File: src/rtl/lifo_stack_engine_unit_macros.svh
// ----------------------------------------------------------------------------
// lifo_stack_engine_unit_macros
// Assertion shorthands for the LIFO stack engine, clocked on clk and
// disabled while arst_n is low.
// ----------------------------------------------------------------------------
`ifndef LIFO_STACK_ENGINE_UNIT_MACROS_SVH
`define LIFO_STACK_ENGINE_UNIT_MACROS_SVH

// same-cycle implication
`define LSE_ASSERT_NOW(label, ante, cons, msg) \
	label: assert property (@(posedge clk) disable iff (!arst_n) (ante) |-> (cons)) \
		else $error(msg);

// next-cycle implication
`define LSE_ASSERT_NEXT(label, ante, cons, msg) \
	label: assert property (@(posedge clk) disable iff (!arst_n) (ante) |=> (cons)) \
		else $error(msg);

`endif

File: src/rtl/lse_pkg.sv
// ----------------------------------------------------------------------------
// lse_pkg
// Shared types and constants of the LIFO stack engine.
// ----------------------------------------------------------------------------
`default_nettype none

package lse_pkg;

	localparam int CMD_W    = 4;
	localparam int DATA_W   = 32;
	localparam int CNT_W    = 7;
	localparam int FILL_W   = 7;
	localparam int STATUS_W = 2;

	typedef enum logic [CMD_W-1:0] {
		CMD_PUSH   = 4'd0,
		CMD_POP    = 4'd1,
		CMD_TOP    = 4'd2,
		CMD_DUMP   = 4'd3,
		CMD_CLEAR  = 4'd4,
		CMD_BASE   = 4'd5,
		CMD_SIZE   = 4'd6,
		CMD_POPN   = 4'd7,
		CMD_SUBTOP = 4'd8
	} cmd_t;

	typedef enum logic [STATUS_W-1:0] {
		ST_OK       = 2'd0,
		ST_EMPTY    = 2'd1,
		ST_FULL     = 2'd2,
		ST_BADCOUNT = 2'd3
	} status_t;

	typedef enum logic {
		S_IDLE  = 1'b0,
		S_MULTI = 1'b1
	} state_t;

	// controller -> datapath
	typedef struct packed {
		logic accept;  // take the request word and apply it
		logic step;    // emit one word of a dump or pop N
	} ctl_cmd_t;

	// datapath -> controller
	typedef struct packed {
		logic load_ok;      // result stage can take a new entry
		logic multi_start;  // decoded request runs as a multi-word sequence
		logic last_step;    // one word left in the sequence
	} dp_stat_t;

endpackage

`default_nettype wire

File: src/rtl/lse_req_if.sv
// ----------------------------------------------------------------------------
// lse_req_if
// Request channel of the LIFO stack engine: command, push word, pop count.
// ----------------------------------------------------------------------------
`default_nettype none

interface lse_req_if;
	logic                              valid;
	logic                              ready;
	logic [lse_pkg::CMD_W-1:0]         cmd;
	logic signed [lse_pkg::DATA_W-1:0] push_data;
	logic [lse_pkg::CNT_W-1:0]         pop_count;

	modport source (output valid, output cmd, output push_data, output pop_count,
		input ready);
	modport sink (input valid, input cmd, input push_data, input pop_count,
		output ready);
endinterface

`default_nettype wire

File: src/rtl/lse_rsp_if.sv
// ----------------------------------------------------------------------------
// lse_rsp_if
// Response channel of the LIFO stack engine: status, word, fill, last flag.
// ----------------------------------------------------------------------------
`default_nettype none

interface lse_rsp_if;
	logic                              valid;
	logic                              ready;
	logic [lse_pkg::STATUS_W-1:0]      status;
	logic signed [lse_pkg::DATA_W-1:0] value;
	logic [lse_pkg::FILL_W-1:0]        fill;
	logic                              last;

	modport source (output valid, output status, output value, output fill,
		output last, input ready);
	modport sink (input valid, input status, input value, input fill,
		input last, output ready);
endinterface

`default_nettype wire

File: src/rtl/lifo_stack_engine_unit.sv
// Result path: a result word passes the result stage, which holds the
//   registered store read, and then the output register.
// Single-word commands (push, pop, top, clear, base, size, sub-top, pop N
//   of zero, errors of dump and pop N) go back to back while rsp is ready.
// Dump and pop N: after the accept, the words leave one at a time through
//   the single read port of the stack store; req.ready stays low meanwhile.
// Reset: fill count cleared, pipeline empty; store contents undefined.
// ----------------------------------------------------------------------------
// lifo_stack_engine_unit
// Bounded LIFO stack of signed 32-bit words with push, pop, peek, dump,
// clear, base, size, pop N and sub-top commands.
// ----------------------------------------------------------------------------
`default_nettype none
`include "lifo_stack_engine_unit_macros.svh"

module lifo_stack_engine_unit #(
	parameter int DEPTH = 64
) (
	input wire logic  clk,
	input wire logic  arst_n,
	lse_req_if.sink   req,
	lse_rsp_if.source rsp
);

	localparam int FW = $clog2(DEPTH + 1);

	lse_pkg::ctl_cmd_t ctl;
	lse_pkg::dp_stat_t stat;
	logic [FW-1:0]     level;
	logic              rsp_err, rsp_full;

	lse_ctrl u_ctrl (
		.clk      (clk),
		.arst_n   (arst_n),
		.in_valid (req.valid),
		.in_ready (req.ready),
		.stat     (stat),
		.ctl      (ctl)
	);

	lse_datapath #(
		.DEPTH (DEPTH)
	) u_datapath (
		.clk        (clk),
		.arst_n     (arst_n),
		.cmd        (req.cmd),
		.push_data  (req.push_data),
		.pop_count  (req.pop_count),
		.ctl        (ctl),
		.stat       (stat),
		.level      (level),
		.rsp_valid  (rsp.valid),
		.rsp_ready  (rsp.ready),
		.rsp_status (rsp.status),
		.rsp_value  (rsp.value),
		.rsp_fill   (rsp.fill),
		.rsp_last   (rsp.last)
	);

	assign rsp_err  = rsp.valid && (rsp.status != lse_pkg::ST_OK);
	assign rsp_full = rsp.valid && (rsp.status == lse_pkg::ST_FULL);

	`LSE_ASSERT_NOW(a_level_bound, 1'b1, level <= FW'(DEPTH), "fill count above depth")
	`LSE_ASSERT_NOW(a_err_single, rsp_err, rsp.last && rsp.value == '0, "bad error word")
	`LSE_ASSERT_NOW(a_full_fill, rsp_full, rsp.fill == lse_pkg::FILL_W'(DEPTH), "full, bad fill")
	`LSE_ASSERT_NEXT(a_multi_block, ctl.accept && stat.multi_start, !req.ready, "ready in sequence")

endmodule

`default_nettype wire

File: src/rtl/lse_ctrl.sv
// ----------------------------------------------------------------------------
// lse_ctrl
// Sequencer: takes commands while the result stage has room and walks
// dump / pop N one word per cycle, stalling while the result stage has no room.
// ----------------------------------------------------------------------------
`default_nettype none

module lse_ctrl (
	input  wire logic              clk,
	input  wire logic              arst_n,
	input  wire logic              in_valid,
	output logic                   in_ready,
	input  wire lse_pkg::dp_stat_t stat,
	output lse_pkg::ctl_cmd_t      ctl
);

	lse_pkg::state_t state_q, state_d;

	always_ff @(posedge clk or negedge arst_n) begin
		if (!arst_n) begin
			state_q <= lse_pkg::S_IDLE;
		end else begin
			state_q <= state_d;
		end
	end

	always_comb begin
		state_d  = state_q;
		in_ready = 1'b0;
		ctl      = '0;
		case (state_q)
			lse_pkg::S_IDLE: begin
				in_ready   = stat.load_ok;
				ctl.accept = in_valid && stat.load_ok;
				if (ctl.accept && stat.multi_start) begin
					state_d = lse_pkg::S_MULTI;
				end
			end
			lse_pkg::S_MULTI: begin
				ctl.step = stat.load_ok;
				if (ctl.step && stat.last_step) begin
					state_d = lse_pkg::S_IDLE;
				end
			end
			default: begin
				state_d = lse_pkg::S_IDLE;
			end
		endcase
	end

endmodule

`default_nettype wire

File: src/rtl/lse_datapath.sv
// ----------------------------------------------------------------------------
// lse_datapath
// Stack store, fill count, command decode, multi-word walk pointer, result
// stage with registered store read, and output register.
// ----------------------------------------------------------------------------
`default_nettype none

module lse_datapath #(
	parameter int DEPTH = 64
) (
	input  wire logic                              clk,
	input  wire logic                              arst_n,
	input  wire logic [lse_pkg::CMD_W-1:0]         cmd,
	input  wire logic signed [lse_pkg::DATA_W-1:0] push_data,
	input  wire logic [lse_pkg::CNT_W-1:0]         pop_count,
	input  wire lse_pkg::ctl_cmd_t                 ctl,
	output lse_pkg::dp_stat_t                      stat,
	output logic [$clog2(DEPTH+1)-1:0]             level,
	output logic                                   rsp_valid,
	input  wire logic                              rsp_ready,
	output logic [lse_pkg::STATUS_W-1:0]           rsp_status,
	output logic signed [lse_pkg::DATA_W-1:0]      rsp_value,
	output logic [lse_pkg::FILL_W-1:0]             rsp_fill,
	output logic                                   rsp_last
);

	localparam int AW = (DEPTH > 1) ? $clog2(DEPTH) : 1;
	localparam int FW = $clog2(DEPTH + 1);
	localparam int CW = (FW > lse_pkg::CNT_W) ? FW : lse_pkg::CNT_W;

	logic signed [lse_pkg::DATA_W-1:0] mem_q [DEPTH];

	logic [FW-1:0] level_q;
	logic [AW-1:0] ptr_q;
	logic [FW-1:0] rem_q;
	logic          pop_mode_q;

	// result stage
	logic                              v_s1;
	lse_pkg::status_t                  status_s1;
	logic                              use_rd_s1;
	logic signed [lse_pkg::DATA_W-1:0] rd_s1;
	logic [lse_pkg::FILL_W-1:0]        fill_s1;
	logic                              last_s1;

	// output register
	logic                              rsp_valid_q;
	lse_pkg::status_t                  rsp_status_q;
	logic signed [lse_pkg::DATA_W-1:0] rsp_value_q;
	logic [lse_pkg::FILL_W-1:0]        rsp_fill_q;
	logic                              rsp_last_q;

	logic             empty, full;
	logic [FW-1:0]    lvl_m1, lvl_m2;
	lse_pkg::status_t dec_status;
	logic             dec_load, dec_rd, dec_wr, dec_multi, dec_pop_mode;
	logic [AW-1:0]    dec_raddr;
	logic [FW-1:0]    dec_level, dec_rem;
	logic             load_s1, adv, rd_en;
	logic [AW-1:0]    raddr;

	assign empty  = (level_q == '0);
	assign full   = (level_q == FW'(DEPTH));
	assign lvl_m1 = level_q - FW'(1);
	assign lvl_m2 = level_q - FW'(2);

	always_comb begin
		dec_status   = lse_pkg::ST_OK;
		dec_load     = 1'b0;
		dec_rd       = 1'b0;
		dec_wr       = 1'b0;
		dec_multi    = 1'b0;
		dec_pop_mode = 1'b0;
		dec_raddr    = lvl_m1[AW-1:0];
		dec_level    = level_q;
		dec_rem      = level_q;
		case (lse_pkg::cmd_t'(cmd))
			lse_pkg::CMD_PUSH: begin
				dec_load = 1'b1;
				if (full) begin
					dec_status = lse_pkg::ST_FULL;
				end else begin
					dec_wr    = 1'b1;
					dec_level = level_q + FW'(1);
				end
			end
			lse_pkg::CMD_POP: begin
				dec_load = 1'b1;
				if (empty) begin
					dec_status = lse_pkg::ST_EMPTY;
				end else begin
					dec_rd    = 1'b1;
					dec_level = lvl_m1;
				end
			end
			lse_pkg::CMD_TOP: begin
				dec_load = 1'b1;
				if (empty) begin
					dec_status = lse_pkg::ST_EMPTY;
				end else begin
					dec_rd = 1'b1;
				end
			end
			lse_pkg::CMD_DUMP: begin
				if (empty) begin
					dec_load   = 1'b1;
					dec_status = lse_pkg::ST_EMPTY;
				end else begin
					dec_multi = 1'b1;
				end
			end
			lse_pkg::CMD_CLEAR: begin
				dec_load  = 1'b1;
				dec_level = '0;
				if (empty) begin
					dec_status = lse_pkg::ST_EMPTY;
				end
			end
			lse_pkg::CMD_BASE: begin
				dec_load  = 1'b1;
				dec_raddr = '0;
				if (empty) begin
					dec_status = lse_pkg::ST_EMPTY;
				end else begin
					dec_rd = 1'b1;
				end
			end
			lse_pkg::CMD_SIZE: begin
				dec_load = 1'b1;
				if (empty) begin
					dec_status = lse_pkg::ST_EMPTY;
				end
			end
			lse_pkg::CMD_POPN: begin
				if (empty) begin
					dec_load   = 1'b1;
					dec_status = lse_pkg::ST_EMPTY;
				end else if (CW'(pop_count) > CW'(level_q)) begin
					dec_load   = 1'b1;
					dec_status = lse_pkg::ST_BADCOUNT;
				end else if (pop_count == '0) begin
					dec_load = 1'b1;
				end else begin
					// count fits: it is no larger than the fill
					dec_multi    = 1'b1;
					dec_pop_mode = 1'b1;
					dec_rem      = FW'(pop_count);
				end
			end
			lse_pkg::CMD_SUBTOP: begin
				dec_load  = 1'b1;
				dec_raddr = lvl_m2[AW-1:0];
				if (level_q < FW'(2)) begin
					dec_status = lse_pkg::ST_EMPTY;
				end else begin
					dec_rd = 1'b1;
				end
			end
			default: begin
				// unused codes: accepted, no result
			end
		endcase
	end

	assign adv     = v_s1 && (!rsp_valid_q || rsp_ready);
	assign load_s1 = (ctl.accept && dec_load) || ctl.step;
	assign rd_en   = (ctl.accept && dec_rd) || ctl.step;
	assign raddr   = ctl.step ? ptr_q : dec_raddr;

	assign stat.load_ok     = !v_s1 || !rsp_valid_q || rsp_ready;
	assign stat.multi_start = dec_multi;
	assign stat.last_step   = (rem_q == FW'(1));

	always_ff @(posedge clk) begin
		if (ctl.accept && dec_wr) begin
			mem_q[level_q[AW-1:0]] <= push_data;
		end
		if (rd_en) begin
			rd_s1 <= mem_q[raddr];
		end
	end

	always_ff @(posedge clk or negedge arst_n) begin
		if (!arst_n) begin
			level_q <= '0;
		end else if (ctl.accept) begin
			level_q <= dec_level;
		end else if (ctl.step && pop_mode_q) begin
			level_q <= lvl_m1;
		end
	end

	// walk pointer for dump / pop N, starting at the top
	always_ff @(posedge clk) begin
		if (ctl.accept && dec_multi) begin
			ptr_q      <= lvl_m1[AW-1:0];
			rem_q      <= dec_rem;
			pop_mode_q <= dec_pop_mode;
		end else if (ctl.step) begin
			ptr_q <= ptr_q - AW'(1);
			rem_q <= rem_q - FW'(1);
		end
	end

	always_ff @(posedge clk or negedge arst_n) begin
		if (!arst_n) begin
			v_s1 <= 1'b0;
		end else if (load_s1) begin
			v_s1 <= 1'b1;
		end else if (adv) begin
			v_s1 <= 1'b0;
		end
	end

	always_ff @(posedge clk) begin
		if (ctl.step) begin
			status_s1 <= lse_pkg::ST_OK;
			use_rd_s1 <= 1'b1;
			fill_s1   <= pop_mode_q ? lse_pkg::FILL_W'(lvl_m1) : lse_pkg::FILL_W'(level_q);
			last_s1   <= (rem_q == FW'(1));
		end else if (load_s1) begin
			status_s1 <= dec_status;
			use_rd_s1 <= dec_rd;
			fill_s1   <= lse_pkg::FILL_W'(dec_level);
			last_s1   <= 1'b1;
		end
	end

	always_ff @(posedge clk or negedge arst_n) begin
		if (!arst_n) begin
			rsp_valid_q <= 1'b0;
		end else if (adv) begin
			rsp_valid_q <= 1'b1;
		end else if (rsp_ready) begin
			rsp_valid_q <= 1'b0;
		end
	end

	always_ff @(posedge clk) begin
		if (adv) begin
			rsp_status_q <= status_s1;
			rsp_value_q  <= use_rd_s1 ? rd_s1 : '0;
			rsp_fill_q   <= fill_s1;
			rsp_last_q   <= last_s1;
		end
	end

	assign level      = level_q;
	assign rsp_valid  = rsp_valid_q;
	assign rsp_status = rsp_status_q;
	assign rsp_value  = rsp_value_q;
	assign rsp_fill   = rsp_fill_q;
	assign rsp_last   = rsp_last_q;

endmodule

`default_nettype wire

File: src/flat_wrapper.sv
// flat-port wrapper written by rule: the top's interface ports become plain ports
module lifo_stack_engine_unit_flat 
#(
	parameter int DEPTH = 64
)
  (clk, arst_n, req_valid, req_cmd, req_push_data, req_pop_count, req_ready, rsp_valid, rsp_status, rsp_value, rsp_fill, rsp_last, rsp_ready);
  lse_req_if req_i ();
  lse_rsp_if rsp_i ();
  input wire logic clk;
  input wire logic arst_n;
  input wire logic [$bits(req_i.valid)-1:0] req_valid;
  input wire logic [$bits(req_i.cmd)-1:0] req_cmd;
  input wire logic [$bits(req_i.push_data)-1:0] req_push_data;
  input wire logic [$bits(req_i.pop_count)-1:0] req_pop_count;
  output wire logic [$bits(req_i.ready)-1:0] req_ready;
  output wire logic [$bits(rsp_i.valid)-1:0] rsp_valid;
  output wire logic [$bits(rsp_i.status)-1:0] rsp_status;
  output wire logic [$bits(rsp_i.value)-1:0] rsp_value;
  output wire logic [$bits(rsp_i.fill)-1:0] rsp_fill;
  output wire logic [$bits(rsp_i.last)-1:0] rsp_last;
  input wire logic [$bits(rsp_i.ready)-1:0] rsp_ready;
  assign req_i.valid = req_valid;
  assign req_i.cmd = req_cmd;
  assign req_i.push_data = req_push_data;
  assign req_i.pop_count = req_pop_count;
  assign req_ready = req_i.ready;
  assign rsp_valid = rsp_i.valid;
  assign rsp_status = rsp_i.status;
  assign rsp_value = rsp_i.value;
  assign rsp_fill = rsp_i.fill;
  assign rsp_last = rsp_i.last;
  assign rsp_i.ready = rsp_ready;
  lifo_stack_engine_unit #(.DEPTH(DEPTH)) u_core (.clk(clk), .arst_n(arst_n), .req(req_i), .rsp(rsp_i));
endmodule
File: config.mk
export PLATFORM = sky130hd
export DESIGN_NAME = lifo_stack_engine_unit_flat
export DESIGN_NICKNAME = d
export VERILOG_FILES = /design/src/rtl/lse_pkg.sv /design/src/rtl/lse_req_if.sv /design/src/rtl/lse_rsp_if.sv /design/src/rtl/lifo_stack_engine_unit.sv /design/src/rtl/lse_ctrl.sv /design/src/rtl/lse_datapath.sv /design/src/flat_wrapper.sv
export VERILOG_INCLUDE_DIRS = /design/src /design/src/rtl
export SDC_FILE = /design/constraint.sdc
export NUM_CORES = 2
export LEC_CHECK = 0
export ABC_CLOCK_PERIOD_IN_PS = 4300
export BUFFER_PORTS_ARGS = -buffer_cell sky130_fd_sc_hd__buf_2
export CAP_MARGIN = 10
export CELL_PAD_IN_SITES_DETAIL_PLACEMENT = 2
export CELL_PAD_IN_SITES_GLOBAL_PLACEMENT = 2
export CORE_MARGIN = 1.5
export CORE_UTILIZATION = 44
export CTS_CLUSTER_SIZE = 10
export DETAILED_ROUTE_END_ITERATION = 8
export GPL_ROUTABILITY_DRIVEN = 0
export PLACE_DENSITY = 0.84
export SYNTH_ARGS = -nofsm -noshare
export SYNTH_HDL_FRONTEND = slang
export SYNTH_SLANG_ARGS = --single-unit
File: constraint.sdc
create_clock -name clk -period 4.3 [get_ports clk]
set_clock_uncertainty 0.05 [all_clocks]
set_input_delay 0.43 -clock clk [delete_from_list [all_inputs] [get_ports clk]]
set_output_delay 0.43 -clock clk [all_outputs]
set_load 0.1 [all_outputs]
==> qor.yml <==
mostFrequentLayoutCell: "edfxtp_1"
synthArstFlopShare_pct: 0.4636
max_freq_mhz: 221.1
synth_fp_nets: 4596
violations: "DRC, capacitance limit, slew limit, setup timing"
dp_slack_ns: -0.6162
syn2layout_area_growth_pct: 16.72
fp.dieW_um: 438.2
drtIter0Drc: 8315
dr.pass1.iters: 9
ys_seq_area_share_pct: 77.61
syn_area_mm2: 0.08335
slew_headroom_pct: -6.505
power_leakage_uw: 0.03347
hold_path_depth: 3
clockBufferDepth: 3
yosys_warnings: 0
synth_edf_count: 2144
place_hpwl_um: 210000
period_minus_slack_ns: 4.523
ios: 91
worst_setup_path_end_kind: "flip-flop"
globalRouteMet3Util_pct: 10.24
placed_cells: 7160
slew_violations: 11
cts_root_buffer: "clkbuf_16"
io_buffers: 90
drcViolationCount: 3
row_count: 159
finalHoldViolCount: 0
track_usage_pct: 39.41
fin_tns_setup_ns: -6.887
wl_um: 385900
utilization_pct: 51.75
critPathMaxStageDelay_ns: 0.76
grt_max_degree: 65
startpoint: "u_core.u_datapath.level[1]$_DFFE_PN0P_"
peakVddDrop_mv: 0.7375
dieArea_mm2: 0.1921
cts-buffers-inserted: 238
grt_pass1_wl_um: 510400
p_per_area_mw_per_mm2: 782.3
final-setup-viol-count: 131
slowest_stage: "o41ai_2"
path_class: "flip-flop to flip-flop"
ys.flop_type: "edfxtp_1"
hold_class: "input port to flip-flop"
arrival_ns: 5.14
top_usage_layer: "met2"
r2r_cells: 11
period_share_pct: 105.2
crit_chain: "inv_1 > ha_2 > a311oi_1 > o22ai_2 > nor2b_1 > nand2_4 > buf_12 > o22ai_1 > o41ai_2 > buf_4 > nand4_1"
start_util_pct: 44.34
cts_tree: "done"
hold_path_startpoint: "req_pop_count[0]"
rsz0062_at_grt: "yes"
route.detailed.wl_per_inst_um: 51.02
worst_pin_slew_ns: 1.596
die_h_um: 438.2
cp_max_fo: 51
ys_seq_elements: 2157
grtUsageMet2_pct: 61.73
status: "complete, but fails checks"
hold_slack_ns: 0.02395
antenna_found_initial: 29
fillCellCount: 16334
final_cell_mix: "edfxtp_1, mux2i_1, o22ai_1"
cap_violations: 1
cts_max_level: 4
use_met1_pct: 46.86
overflow: 0
vias_per_cell: 7.217
postSynthCellCount: 4532
syn_avg_cell_area_um2: 18.39
drtAntennaViolNets: 0
core_area_mm2: 0.1880
setup_ws_ns: -0.2229
clkTransAtPathRegs_ns: 0.07
clk_latency_ns: 0.96
grt_pass1_vias: 55973
ys_types: 63
crit_required_ns: 4.92
dr_total_vias: 54593
nNetsFinal: 5044
cts_sinks: 2157
crit_path_start_kind: "flip-flop"
final_cells: 7564
r2r_start: "u_core.u_datapath.level[1]$_DFFE_PN0P_"
drive_above_1_share_pct: 16.35
-- worst max-delay path: cells and delay by family (launching register included) --
family	cells	cell delay (ns)
flops	1	0.43
simple gates	3	0.59
compound gates	4	1.84
fa+ha+maj	1	0.41
buf+inv	3	0.74
-- routing by layer --
layer | share of wire [%] | up-vias
met3 | 10 | 1702
met1 | 35 | 28498
met4 | 9.2 | 20
met5 | 0.038 | -
li1 | - | 19368
met2 | 46 | 5005
-- per-stage QoR --
stage	total power, uW	cell area (um^2)
floorplan	42010	83520
CTS	73560	96260
detailed placement	53920	89470
global placement	51720	89430
global route	76500	97260
finish	76110	97290
-- report_power, final --
group | switching (uW) | internal [uW]
Clock | 9400 | 10000
Combinational | 21500 | 10400
Sequential | 637 | 24100
Total | 31500 | 44600
-- sequential cells by signal, indices dropped and copies added, names as in the netlist --
| name | count |
|---|---|
| u_core.u_ctrl.state_q | 1 |
| u_core.u_datapath.fill_s1 | 7 |
| u_core.u_datapath.last_s1 | 1 |
| u_core.u_datapath.level | 7 |
| u_core.u_datapath.mem_q | 2048 |
| u_core.u_datapath.pop_mode_q | 1 |
| u_core.u_datapath.ptr_q | 6 |
| u_core.u_datapath.rd_s1 | 32 |
| u_core.u_datapath.rem_q | 7 |
| u_core.u_datapath.rsp_fill | 7 |
| u_core.u_datapath.rsp_last | 1 |
| u_core.u_datapath.rsp_status | 2 |
| u_core.u_datapath.rsp_valid | 1 |
| u_core.u_datapath.rsp_value | 32 |
| u_core.u_datapath.status_s1 | 2 |
| u_core.u_datapath.use_rd_s1 | 1 |
| u_core.u_datapath.v_s1 | 1 |
-- worst paths after layout --
| path | slack, ns | to |
|---|---|---|
| max in group asynchronous | 3.10 | u_core.u_datapath.level[0]$_DFFE_PN0P_ |
| setup / recovery | -0.22 | u_core.u_datapath.rd_s1[17]$_DFFE_PP_ |
| hold / removal | 0.02 | u_core.u_datapath.rem_q[0]$_DFFE_PP_ |
| min in group asynchronous | 0.59 | u_core.u_datapath.level[6]$_DFFE_PN0P_ |
| hold reg to reg | 0.34 | u_core.u_datapath.rsp_fill[0]$_DFFE_PP_ |
| setup reg to reg | -0.22 | u_core.u_datapath.rd_s1[17]$_DFFE_PP_ |
-- Yosys cell counts (all sizes together) (2+ instances only) --
| master | instances | area share, % |
|---|---|---|
| edfxtp | 2144 | 77 |
| mux2i | 1028 | 12 |
| o22ai | 519 | 3.9 |
| buf | 232 | 1.6 |
| o41ai | 128 | 1.3 |
| nor2 | 95 | 0.43 |
| nand2 | 63 | 0.29 |
| and2 | 34 | 0.26 |
| nand4 | 34 | 0.26 |
| clkbuf | 32 | 0.14 |
| o21ai | 32 | 0.20 |
| a21oi | 24 | 0.14 |
| xnor2 | 19 | 0.20 |
| ha | 17 | 0.26 |
| nand3 | 16 | 0.096 |
| inv | 15 | 0.068 |
| nor3 | 11 | 0.072 |
| dfrtp | 10 | 0.30 |
| a221oi | 8 | 0.084 |
| and3 | 6 | 0.045 |
| xor2 | 6 | 0.063 |
| a21o | 5 | 0.045 |
| o31ai | 4 | 0.036 |
| a31oi | 3 | 0.023 |
| dfxtp | 3 | 0.072 |
| nor2b | 3 | 0.023 |
| o2111ai | 3 | 0.032 |
| o21a | 3 | 0.027 |
| a21boi | 2 | 0.023 |
| a22oi | 2 | 0.018 |
| a311oi | 2 | 0.021 |
| clkinv | 2 | 0.0090 |
| nand2b | 2 | 0.015 |
| nand3b | 2 | 0.018 |
| nor4 | 2 | 0.033 |
| o221ai | 2 | 0.021 |
| or2 | 2 | 0.015 |
-- area by class of cell --
class | count | area [um^2] | area share, %
Antenna cell | 12 | 30.03 | 0.03087
Clock buffer | 297 | 6208 | 6.381
Clock inverter | 20 | 274.0 | 0.2816
Inverter | 17 | 63.81 | 0.06559
Multi-Input combinational cell | 2103 | 18090 | 18.60
Sequential cell | 2157 | 64690 | 66.49
Tap cell | 2495 | 3122 | 3.209
Timing Repair Buffer | 463 | 4807 | 4.941
-- what timing repair did --
| action | 4_1_cts | 5_1_grt |
|---|---|---|
| setup endpoints to repair | 163 | 66 |
| hold buffers | 9 | 15 |
| gates cloned | 6 | 3 |
| resized for setup | 23 | 20 |
| buffers inserted | 2 | 14 |
| pin swaps | 7 | 5 |
| endpoints found under the hold margin | 17 | 276 |
-- logic make-up after synthesis --
group	synth area share (%)
flip-flops	77.61
AO/OA/AOI/OAI	6.009
buffers and inverters	1.855
XOR/XNOR	0.2627
adder cells (fa/ha/maj)	0.2552
multiplexers	12.36
AND/OR/NAND/NOR	1.642
Power figures use the tool's default switching activity.
